$ cat src/brfc_pkg.sv
// ----------------------------------------------------------------------------
// brfc_pkg
// Shared constants, types and color helpers for the bilinear rectangle fill.
// ----------------------------------------------------------------------------
package brfc_pkg;

  localparam int MAX_SIDE  = 4096;
  localparam int DEN_W     = $clog2(MAX_SIDE + 1);
  localparam int REM_W     = DEN_W + 1;
  localparam int COORD_W   = 12;
  localparam int PIX_W     = 13;
  localparam int SIZE_W    = 13;
  localparam int COLOR_W   = 24;
  localparam int CHAN_W    = 8;
  localparam int FRAC_BITS = 10;
  localparam int DIV_STEP  = 2;
  localparam int DIV_STAGES = FRAC_BITS / DIV_STEP;
  // input reg + divider stages + side-color stage + output stage
  localparam int PIPE_LATENCY = DIV_STAGES + 3;
  localparam int ADDR_W    = 5;
  localparam int DATA_W    = 32;

  typedef enum logic [2:0] {
    REG_CORNER_TL,
    REG_CORNER_TR,
    REG_CORNER_BL,
    REG_CORNER_BR,
    REG_RECT_WIDTH,
    REG_RECT_HEIGHT,
    REG_ORIGIN_X,
    REG_ORIGIN_Y
  } reg_idx_t;

  typedef struct packed {
    logic [PIX_W-1:0] px;
    logic [PIX_W-1:0] py;
    logic             in_rect;
    logic             col_first;
    logic             col_last;
    logic             mid_row;
  } ctl_t;

  // (a*(1-k) + b*k) in fixed point, truncated
  function automatic logic [CHAN_W-1:0] mix_byte(input logic [CHAN_W-1:0] a,
                                                 input logic [CHAN_W-1:0] b,
                                                 input logic [FRAC_BITS-1:0] k);
    logic [FRAC_BITS:0]             kc;
    logic [FRAC_BITS+CHAN_W:0]      acc;
    kc  = (FRAC_BITS+1)'(1 << FRAC_BITS) - {1'b0, k};
    acc = (FRAC_BITS+CHAN_W+1)'(a) * (FRAC_BITS+CHAN_W+1)'(kc)
        + (FRAC_BITS+CHAN_W+1)'(b) * (FRAC_BITS+CHAN_W+1)'(k);
    return acc[FRAC_BITS+CHAN_W-1:FRAC_BITS];
  endfunction

  function automatic logic [COLOR_W-1:0] mix_color(input logic [COLOR_W-1:0] a,
                                                   input logic [COLOR_W-1:0] b,
                                                   input logic [FRAC_BITS-1:0] k);
    logic [COLOR_W-1:0] r;
    r = '0;
    for (int ch = 0; ch < COLOR_W / CHAN_W; ch++) begin
      r[ch*CHAN_W +: CHAN_W] = mix_byte(a[ch*CHAN_W +: CHAN_W], b[ch*CHAN_W +: CHAN_W], k);
    end
    return r;
  endfunction

endpackage

$ cat src/bilinear_rect_fill_core.sv
// ----------------------------------------------------------------------------
// bilinear_rect_fill_core
// Bilinear fill of a rectangle from four corner colors, one pixel per clock.
// ----------------------------------------------------------------------------
// Usage:
//   Program the corners, rectangle size and origin over the APB port while
//   the pipe is empty. Then present (in_col, in_row) with start high; a beat
//   is taken on every edge where start is high and busy is low.
//   Each beat passes the input register and the stages named below, then
//   yields one result beat, marked by a one-cycle out_strobe, carrying the
//   absolute pixel address, three color channels and out_write_enable.
//   Throughput is one pixel per clock out of reset: each weight division
//   runs in its own 5-stage restoring divider (2 quotient bits per stage),
//   followed by one stage for the side colors and one for the final blend.
//   There is no back pressure: results are shown once and must be taken.
//   Reset (rst_n low, synchronous) empties the pipe, holds busy high and
//   restores the register defaults (size 1x1, all else zero); busy drops
//   in the cycle after reset is released.
// ----------------------------------------------------------------------------
module bilinear_rect_fill_core
  import brfc_pkg::*;
(
  input  logic                clk,
  input  logic                rst_n,
  // APB configuration
  input  logic                psel,
  input  logic                penable,
  input  logic                pwrite,
  input  logic [ADDR_W-1:0]   paddr,
  input  logic [DATA_W-1:0]   pwdata,
  output logic [DATA_W-1:0]   prdata,
  output logic                pready,
  // input channel
  input  logic                start,
  output logic                busy,
  input  logic [COORD_W-1:0]  in_col,
  input  logic [COORD_W-1:0]  in_row,
  // result channel
  output logic                out_strobe,
  output logic [PIX_W-1:0]    out_pixel_x,
  output logic [PIX_W-1:0]    out_pixel_y,
  output logic [CHAN_W-1:0]   out_chan0,
  output logic [CHAN_W-1:0]   out_chan1,
  output logic [CHAN_W-1:0]   out_chan2,
  output logic                out_write_enable
);

  // ---------------- configuration registers ----------------
  logic [COLOR_W-1:0] corner_tl_r, corner_tr_r, corner_bl_r, corner_br_r;
  logic [SIZE_W-1:0]  rect_width_r, rect_height_r;
  logic [COORD_W-1:0] origin_x_r, origin_y_r;
  logic               cfg_wr;
  reg_idx_t           cfg_idx;

  assign pready  = 1'b1;
  assign cfg_wr  = psel & penable & pwrite & pready;
  assign cfg_idx = reg_idx_t'(paddr[ADDR_W-1:2]);

  always_ff @(posedge clk) begin
    if (!rst_n) begin
      corner_tl_r   <= '0;
      corner_tr_r   <= '0;
      corner_bl_r   <= '0;
      corner_br_r   <= '0;
      rect_width_r  <= SIZE_W'(1);
      rect_height_r <= SIZE_W'(1);
      origin_x_r    <= '0;
      origin_y_r    <= '0;
    end else if (cfg_wr) begin
      case (cfg_idx)
        REG_CORNER_TL:   corner_tl_r   <= pwdata[COLOR_W-1:0];
        REG_CORNER_TR:   corner_tr_r   <= pwdata[COLOR_W-1:0];
        REG_CORNER_BL:   corner_bl_r   <= pwdata[COLOR_W-1:0];
        REG_CORNER_BR:   corner_br_r   <= pwdata[COLOR_W-1:0];
        REG_RECT_WIDTH:  rect_width_r  <= pwdata[SIZE_W-1:0];
        REG_RECT_HEIGHT: rect_height_r <= pwdata[SIZE_W-1:0];
        REG_ORIGIN_X:    origin_x_r    <= pwdata[COORD_W-1:0];
        REG_ORIGIN_Y:    origin_y_r    <= pwdata[COORD_W-1:0];
        default: ;
      endcase
    end
  end

  always_comb begin
    case (cfg_idx)
      REG_CORNER_TL:   prdata = DATA_W'(corner_tl_r);
      REG_CORNER_TR:   prdata = DATA_W'(corner_tr_r);
      REG_CORNER_BL:   prdata = DATA_W'(corner_bl_r);
      REG_CORNER_BR:   prdata = DATA_W'(corner_br_r);
      REG_RECT_WIDTH:  prdata = DATA_W'(rect_width_r);
      REG_RECT_HEIGHT: prdata = DATA_W'(rect_height_r);
      REG_ORIGIN_X:    prdata = DATA_W'(origin_x_r);
      REG_ORIGIN_Y:    prdata = DATA_W'(origin_y_r);
      default:         prdata = '0;
    endcase
  end

  // saturate size to MAX_SIDE
  logic [DEN_W-1:0] side_w, side_h;

  always_comb begin
    if (32'(rect_width_r) > 32'(MAX_SIDE)) side_w = DEN_W'(MAX_SIDE);
    else                                   side_w = DEN_W'(rect_width_r);
    if (32'(rect_height_r) > 32'(MAX_SIDE)) side_h = DEN_W'(MAX_SIDE);
    else                                    side_h = DEN_W'(rect_height_r);
  end

  // ---------------- stage A: input register ----------------
  logic               busy_r;
  logic               accept;
  logic               a_vld_r;
  logic [COORD_W-1:0] a_col_r, a_row_r;

  assign busy   = busy_r;
  assign accept = start & ~busy_r;

  always_ff @(posedge clk) begin
    if (!rst_n) begin
      busy_r  <= 1'b1;
      a_vld_r <= 1'b0;
    end else begin
      busy_r  <= 1'b0;
      a_vld_r <= accept;
    end
  end

  always_ff @(posedge clk) begin
    if (accept) begin
      a_col_r <= in_col;
      a_row_r <= in_row;
    end
  end

  ctl_t             a_ctl;
  logic [DEN_W-1:0] a_num_col, a_num_row;

  always_comb begin
    a_ctl.px        = PIX_W'(origin_x_r) + PIX_W'(a_col_r);
    a_ctl.py        = PIX_W'(origin_y_r) + PIX_W'(a_row_r);
    a_ctl.in_rect   = (32'(a_col_r) < 32'(side_w)) && (32'(a_row_r) < 32'(side_h));
    a_ctl.col_first = (a_col_r == '0);
    a_ctl.col_last  = ((32'(a_col_r) + 32'd1) == 32'(side_w));
    a_ctl.mid_row   = (a_row_r != '0) && ((32'(a_row_r) + 32'd1) < 32'(side_h));
    // numerators forced to zero outside, so the dividers see num >= den only for a zero side
    a_num_col = a_ctl.in_rect ? DEN_W'(a_col_r) : '0;
    a_num_row = a_ctl.in_rect ? DEN_W'(a_row_r) : '0;
  end

  // ---------------- weight dividers ----------------
  logic [FRAC_BITS-1:0] wc_q, wr_q;

  brfc_div u_div_col (
    .clk (clk),
    .num (a_num_col),
    .den (side_w),
    .quo (wc_q)
  );

  brfc_div u_div_row (
    .clk (clk),
    .num (a_num_row),
    .den (side_h),
    .quo (wr_q)
  );

  // control travels alongside the divider stages
  logic [DIV_STAGES-1:0] vld_r;
  ctl_t                  ctl_r [DIV_STAGES];

  always_ff @(posedge clk) begin
    if (!rst_n) begin
      vld_r <= '0;
    end else begin
      vld_r <= {vld_r[DIV_STAGES-2:0], a_vld_r};
    end
  end

  always_ff @(posedge clk) begin
    ctl_r[0] <= a_ctl;
    for (int i = 1; i < DIV_STAGES; i++) begin
      ctl_r[i] <= ctl_r[i-1];
    end
  end

  // ---------------- stage B: side colors ----------------
  logic                 b_vld_r;
  ctl_t                 b_ctl_r;
  logic [COLOR_W-1:0]   b_left_r, b_right_r;
  logic [FRAC_BITS-1:0] b_wc_r;

  always_ff @(posedge clk) begin
    if (!rst_n) begin
      b_vld_r <= 1'b0;
    end else begin
      b_vld_r <= vld_r[DIV_STAGES-1];
    end
  end

  always_ff @(posedge clk) begin
    b_ctl_r   <= ctl_r[DIV_STAGES-1];
    b_left_r  <= mix_color(corner_tl_r, corner_bl_r, wr_q);
    b_right_r <= mix_color(corner_tr_r, corner_br_r, wr_q);
    b_wc_r    <= wc_q;
  end

  // ---------------- stage C: blend and output ----------------
  logic [COLOR_W-1:0] c_color;
  logic               c_we;

  always_comb begin
    c_color = '0;
    c_we    = 1'b0;
    if (b_ctl_r.in_rect) begin
      // width one: the last-column case wins over the first
      if (b_ctl_r.col_last) begin
        c_color = b_right_r;
        c_we    = b_ctl_r.mid_row;
      end else if (b_ctl_r.col_first) begin
        c_color = b_left_r;
        c_we    = b_ctl_r.mid_row;
      end else begin
        c_color = mix_color(b_left_r, b_right_r, b_wc_r);
        c_we    = 1'b1;
      end
    end
  end

  logic              out_strobe_r;
  logic [PIX_W-1:0]  out_pixel_x_r, out_pixel_y_r;
  logic [CHAN_W-1:0] out_chan0_r, out_chan1_r, out_chan2_r;
  logic              out_write_enable_r;

  always_ff @(posedge clk) begin
    if (!rst_n) begin
      out_strobe_r <= 1'b0;
    end else begin
      out_strobe_r <= b_vld_r;
    end
  end

  always_ff @(posedge clk) begin
    out_pixel_x_r      <= b_ctl_r.px;
    out_pixel_y_r      <= b_ctl_r.py;
    out_chan0_r        <= c_color[0*CHAN_W +: CHAN_W];
    out_chan1_r        <= c_color[1*CHAN_W +: CHAN_W];
    out_chan2_r        <= c_color[2*CHAN_W +: CHAN_W];
    out_write_enable_r <= c_we;
  end

  assign out_strobe       = out_strobe_r;
  assign out_pixel_x      = out_pixel_x_r;
  assign out_pixel_y      = out_pixel_y_r;
  assign out_chan0        = out_chan0_r;
  assign out_chan1        = out_chan1_r;
  assign out_chan2        = out_chan2_r;
  assign out_write_enable = out_write_enable_r;

endmodule

$ cat src/brfc_div.sv
// ----------------------------------------------------------------------------
// brfc_div
// Pipelined fractional divider: quo = num * 2^FRAC_BITS / den, for num < den.
// Restoring division, DIV_STEP quotient bits per register stage.
// ----------------------------------------------------------------------------
module brfc_div
  import brfc_pkg::*;
(
  input  logic                 clk,
  input  logic [DEN_W-1:0]     num,
  input  logic [DEN_W-1:0]     den,
  output logic [FRAC_BITS-1:0] quo
);

  logic [REM_W-1:0]     rem_r [DIV_STAGES-1];
  logic [FRAC_BITS-1:0] q_r   [DIV_STAGES];

  genvar s;
  for (s = 0; s < DIV_STAGES; s++) begin : g_stage
    logic [REM_W-1:0]     rem_src;
    logic [REM_W-1:0]     rem_nxt;
    logic [FRAC_BITS-1:0] q_src;
    logic [FRAC_BITS-1:0] q_nxt;

    if (s == 0) begin : g_first
      assign rem_src = REM_W'(num);
      assign q_src   = '0;
    end else begin : g_rest
      assign rem_src = rem_r[s-1];
      assign q_src   = q_r[s-1];
    end

    always_comb begin
      rem_nxt = rem_src;
      q_nxt   = q_src;
      for (int b = 0; b < DIV_STEP; b++) begin
        // remainder stays below den, so the shifted value fits in REM_W
        rem_nxt = {rem_nxt[REM_W-2:0], 1'b0};
        q_nxt   = {q_nxt[FRAC_BITS-2:0], 1'b0};
        if (rem_nxt >= REM_W'(den)) begin
          rem_nxt  = rem_nxt - REM_W'(den);
          q_nxt[0] = 1'b1;
        end
      end
    end

    always_ff @(posedge clk) begin
      q_r[s] <= q_nxt;
    end

    if (s < DIV_STAGES - 1) begin : g_rem
      always_ff @(posedge clk) begin
        rem_r[s] <= rem_nxt;
      end
    end
  end

  assign quo = q_r[DIV_STAGES-1];

endmodule

$ cat config.mk
export PLATFORM = sky130hd
export DESIGN_NAME = bilinear_rect_fill_core
export DESIGN_NICKNAME = d
export VERILOG_FILES = /design/src/brfc_pkg.sv /design/src/bilinear_rect_fill_core.sv /design/src/brfc_div.sv
export SDC_FILE = /design/constraint.sdc
export NUM_CORES = 2
export LEC_CHECK = 0
export BUFFER_PORTS_ARGS = -buffer_cell sky130_fd_sc_hd__buf_2
export CAP_MARGIN = 20
export CELL_PAD_IN_SITES_DETAIL_PLACEMENT = 0
export CELL_PAD_IN_SITES_GLOBAL_PLACEMENT = 1
export CORE_UTILIZATION = 46
export CTS_CLUSTER_SIZE = 8
export DETAILED_ROUTE_END_ITERATION = 16
export PLACE_DENSITY = 0.83
export SETUP_SLACK_MARGIN = 0.02
export SYNTH_ARGS = -nofsm -noshare
export SYNTH_HDL_FRONTEND = slang
export SYNTH_SLANG_ARGS = --single-unit
$ cat constraint.sdc
create_clock -name clk -period 7.45 [get_ports clk]
set_clock_uncertainty 0.15 [all_clocks]
set_input_delay 1.1175 -clock clk [delete_from_list [all_inputs] [get_ports clk]]
set_output_delay 1.1175 -clock clk [all_outputs]
set_load 0.01 [all_outputs]
* Yosys cells after proc, flatten, opt, wreduce, memory -nomap -nowiden
Memory sizes are Yosys's and may differ from the RTL's. A register that Yosys moved wholly into a read port is not among the register bits.
Index checks and enable logic that the tools add are counted.
** Storage, ports and cells
- Bits in registers :: 278
- Bits in latches :: 0
- RAM bits :: 362
- ROM bits :: 0
- Input port bits :: 67
- Output and inout port bits :: 86
- Logic and storage cells :: 177
- Memories kept :: 5
** Operators by class
- $add $sub $neg :: 33
- Multipliers :: 18
- Divide/modulo/power cells :: 0
- Magnitude comparators :: 25
- Eq/ne operators :: 8
- Shifts and indexed selects :: 0
- Multiplexer cells :: 48
- Bitwise logic cells :: 4
- Reductions and logical operators :: 13
** Memories
- ctl_r :: depth 5, width 30, read ports 5, clocked after memory_dff 1, write ports 5, RTL line bilinear_rect_fill_core.sv:168 : ctl_t ctl_r [DIV_STAGES];
- u_div_col.rem_r :: depth 4, width 14, read ports 4, clocked after memory_dff 0, write ports 4, RTL line brfc_div.sv:15 : logic [REM_W-1:0] rem_r [DIV_STAGES-1];
- u_div_row.rem_r :: depth 4, width 14, read ports 4, clocked after memory_dff 0, write ports 4, RTL line brfc_div.sv:15
- u_div_col.q_r :: depth 5, width 10, read ports 5, clocked after memory_dff 1, write ports 5, RTL line brfc_div.sv:16 : logic [FRAC_BITS-1:0] q_r [DIV_STAGES];
- u_div_row.q_r :: depth 5, width 10, read ports 5, clocked after memory_dff 0, write ports 5, RTL line brfc_div.sv:16
** Operators by type and width (count)
- 32-bit case mux with 8 select lines :: 1
- 14-bit by 13-bit >= comparator with 1-bit output :: 18
- 18-bit adder :: 9
- 8-bit by 10-bit multiplier with 18-bit output :: 9
- 8-bit by 11-bit multiplier with 18-bit output :: 9
- 13-bit 2-to-1 mux :: 12
- 13-bit subtractor :: 10
- 14-bit 2-to-1 mux :: 8
- 14-bit by 13-bit subtractor with 14-bit output :: 8
- 24-bit 2-to-1 mux :: 2
- 12-bit by 1-bit adder with 13-bit output, second input constant :: 2
- 12-bit by 12-bit adder with 13-bit output :: 2
- 13-bit >= comparator :: 2
- 13-bit > comparator, second input constant :: 2
- 12-bit by 13-bit < comparator with 1-bit output :: 2
- 12-bit 2-to-1 mux :: 2
- 1-bit 2-to-1 mux :: 23
- 11-bit by 10-bit subtractor with 11-bit output, first input constant :: 2
- 2-bit AND reduction :: 8
- 13-bit equality test :: 1
- 13-bit < comparator :: 1
- 3-bit equality test, second input constant :: 4
- 12-bit logical NOT :: 1
- 12-bit nonzero test :: 1
- 6 further kinds :: 10

* Longest topological paths before layout
- Depth in word-level cells :: 9
- Depth in mapped cells :: 32
- Depth with buffers taken out :: 26

* Hierarchy
Synthesis repeated with hierarchy kept, for this count alone.
** Second synthesis, totals
- Cell total of the unflattened synthesis :: 9201
- Area total of the unflattened synthesis :: 81087.8 um^2
** Modules (own cells, without submodules)
- bilinear_rect_fill_core :: times used 1, cells each 7168, area an instance 64297.9 um^2, sequential area each 9609.2 um^2
- brfc_div (u_div_row) :: times used 1, cells each 1026, area an instance 8453.1 um^2, sequential area each 1641.6 um^2
- brfc_div (u_div_col) :: times used 1, cells each 1007, area an instance 8336.7 um^2, sequential area each 1641.6 um^2

* Worst setup path after synthesis
OpenSTA, ideal clock, no wires.
- Path kind :: reg2reg
- From :: register rect_width_r[12]
- To :: memory u_div_col.rem_r[0][10] in the netlist's numbering
- Arrival time :: 7.271 ns
- Data required time :: 7.177 ns
- Path slack :: -0.095 ns
- Stages on the path, launching flop included :: 32
- Buffers on the path :: 5
- Clock period less this slack :: 7.545 ns
- Cells stage by stage :: dfxtp_1 > buf_2 > inv_1 > clkbuf_1 > nand2_1 > ha_1 > a21o_1 > a21oi_1 > nand4b_1 > and2_1 > nor4bb_2 > clkbuf_1 > and2_1 > ha_1 > a21o_1 > a31oi_4 > o21ai_2 > o2111ai_2 > nand3_2 > a21oi_2 > buf_2 > mux2_2 > ha_1 > a21oi_1 > o21ai_0 > nor3_1 > o31ai_1 > a21o_1 > a41o_1 > a311oi_4 > buf_6 > mux2_1
** RTL lines
- from (decl) :: RTL line bilinear_rect_fill_core.sv:50 : logic [SIZE_W-1:0] rect_width_r, rect_height_r;
- from (signal assigned) :: RTL line bilinear_rect_fill_core.sv:75 : REG_RECT_WIDTH: rect_width_r <= pwdata[SIZE_W-1:0];
- to (decl) :: RTL line brfc_div.sv:15

==> flow_summary.toml <==
[status]
status = "finished, final reports clean"

[clock_network]
hold_buffers = 0
insertion_delay_ns = 0.76
path_clk_slew_ns = 0.05
tritoncts = "done"
htree_levels = 3
cts_max_path_buffers = 3
numCtsBuffers = 93
clock-root-buffer = "clkbuf_16"
cts.sinks = 632

[setup_path]
ff2ff_setup_slack_ns = 0.32
rr_endpoint = "b_right_r[23]"
cp-end-kind = "register"
crit_type = "reg -> reg"
critPathMaxFanout = 43
arrival_ns = 7.66
crit_required_ns = 7.97
reg2regPathDepth = 25
r2r_start = "u_div_row.q_r[0][41]"
worstSetupStartpointType = "register"

[synth]
ys_warn_count = 0
synth_top_area_cell = "fa_1"
avgSynthCellArea_um2 = 8.983
synth_top_area_share_pct = 29.44
asyncSetResetFlopFracSynth_pct = 0
synth_sequential_area_ratio_pct = 16.29
synth_cell_types = 96
syn_inst = 8811
synth_flop_cell = "dfxtp_1"
synth-edff-count = 24
synthTopCellsByArea = "fa_1 29%, dfxtp_1 15%, ha_1 14%"
synth_area_um2 = 79150
ys_ff_latch = 632

[drt]
vias = 60220
vias_per_cell = 5.427
dr.pass1.iters = 6
routedWlPerCell_um = 19.74
route.detailed.drc = 0
antenna_left = 0
drtIter0Drc = 3900
routed_wl_um = 219100

[cells_and_area]
layout_common_cells = "1446 x inv_1, 1201 x nand2_1, 1164 x fa_1"
final_common_cell = "inv_1"
nNetsFinal = 10950
drive_gt1_share_pct = 8.261
area_growth_pct = 8.555

[floorplan]
fp-row-count = 151
coreArea_um2 = 170000
die_height_um = 416.8
die_x_um = 416.8
ios = 153
initial_core_util_pct = 46.55
fp.dieArea_um2 = 173700

[timing]
fin_crit_ns = 7.134
setup_viol = 0
hold_viol = 0
fin_ws_ns = 0.3156
max_freq_mhz = 140.2
drv_slew = 0
tightest_slew_ns = 0.9430
setup_tns_ns = 0
slew_headroom_pct = 36.90
rsz0062_at_grt = "true"
min_period_over_period_pct = 95.76

[global_route]
grt_pass1_wl_um = 351300
grt_overflow = 0
grt_pass1_vias = 64130
grt_max_degree = 79
antenna_found_initial = 9
track_usage_pct = 25.66

[place]
io_buffer_count = 133
dpl.hpwl_um = 169600
place_congestion = 0.9097
dp_slack_ns = -0.03403

[worst_hold_path]
holdPathStages = 0
hold_class = "reg -> reg"
holdPathEnd = "u_div_col.q_r[3][6]"
min_from = "u_div_col.q_r[2][4]"

[power]
power.leakage_uw = 0.03867
powerDensity_nw_per_um2 = 256.0
ir_worst_vdd_uv = 412.6

[job]
drv_cap = 0
## sequential cells by signal (all words and copies together), names as in the netlist, 30 cells and up
register         count
ctl_r              150
u_div_col.rem_r     52
u_div_row.rem_r     52
b_ctl_r             30
u_div_col.q_r       30
u_div_row.q_r       30
## cell usage after synthesis, drive strengths merged, types with 31 or more instances
| master | instances |
|---|---|
| nor3 | 88 |
| xor2 | 105 |
| or3 | 31 |
| nand2 | 1204 |
| mux2 | 148 |
| nor2 | 309 |
| clkbuf | 390 |
| a21o | 87 |
| a211oi | 32 |
| o21ai | 180 |
| nand4 | 37 |
| buf | 37 |
| xnor2 | 222 |
| a21oi | 393 |
| and2 | 748 |
| o21a | 52 |
| inv | 1450 |
| nand3 | 93 |
| dfxtp | 608 |
| and3 | 42 |
| ha | 871 |
| fa | 1164 |
| mux2i | 45 |
| nor2b | 51 |
| nand2b | 41 |
## how the worst max path moves through the flow
stage | startpoint | endpoint | slack [ns] | cells after the start
detailed placement | u_div_row.q_r[0][40] | b_left_r[7] | -0.03 | 26
floorplan | b_wc_r[0] | out_chan1[4] | 0.14 | 26
global placement | u_div_row.q_r[0][40] | b_left_r[14] | -0.02 | 25
finish | u_div_row.q_r[0][41] | b_right_r[23] | 0.32 | 25
global route | b_wc_r[1] | out_chan2[7] | 0.02 | 26
CTS | u_div_row.q_r[0][40] | b_right_r[23] | 0.02 | 27
## critical path: stages, from the launching register on
cell and delay (ns):
dfxtp_2 0.34, buf_6 0.44, nor3_1 0.17, xnor2_2 0.22, buf_12 0.22, buf_4 0.31
nand2_1 0.11, fa_1 0.49, fa_1 0.54, inv_1 0.05, fa_1 0.48, fa_1 0.54
inv_1 0.05, fa_1 0.45, fa_1 0.49, inv_1 0.04, ha_1 0.26, o21a_1 0.19
o21ai_1 0.18, a21oi_1 0.10, a211oi_1 0.28, buf_4 0.21, o211ai_1 0.14, a31o_2 0.27
a21oi_1 0.19, xnor2_1 0.13
## logic make-up after synthesis
group	share of synthesized area, %
AO/OA/AOI/OAI	8.260
XOR/XNOR	3.618
buffers and inverters	9.018
adder cells (fa/ha/maj)	43.21
flip-flops	16.29
other	0.009488
multiplexers	3.163
AND/OR/NAND/NOR	16.43
## cell type report
class	count	area (um^2)
diodes	6	15.01
clock buffers	110	2411
repair buffers	357	2544
multi-input cells	6304	59510
fillers	15680	84120
flip-flops and latches	632	12900
clock inverters	15	295.3
inverters	1455	5466
well taps	2218	2775
## per-stage QoR
step	cell area (um^2)	power, uW	hold slack, ns	instances	utilization (%)
after floorplan	79180	14460	0.1596	8818	-
after global placement	82910	17430	0.1600	10960	48.76
after detailed placement	82910	17730	0.1621	10960	48.76
after CTS	85630	21930	0.1292	11090	50.36
after global routing	85920	23750	0.1479	11100	50.53
final	85920	22000	0.1365	11100	50.53
## what timing repair did
item / 4_1_cts / 5_1_grt
setup buffers: 0 / 3
setup endpoints to repair: 5 / 62
cloned: 0 / 0
gates resized for setup: 2 / 47
pin swaps: 0 / 2
## where the power goes
group | total (uW) | internal, uW | leakage [uW] | switching [uW]
clock network | 4030 | 2340 | 0.00130 | 1680
registers | 4500 | 4070 | 0.00525 | 435
logic | 13500 | 5960 | 0.0321 | 7510
## layer usage
layer	track usage, %	routed length [um]
met5	0	26
met4	9.590	8199
met3	3.612	13890
met1	32.67	91340
met2	44.09	105600
No activity file was read; power rests on OpenSTA's default activity.
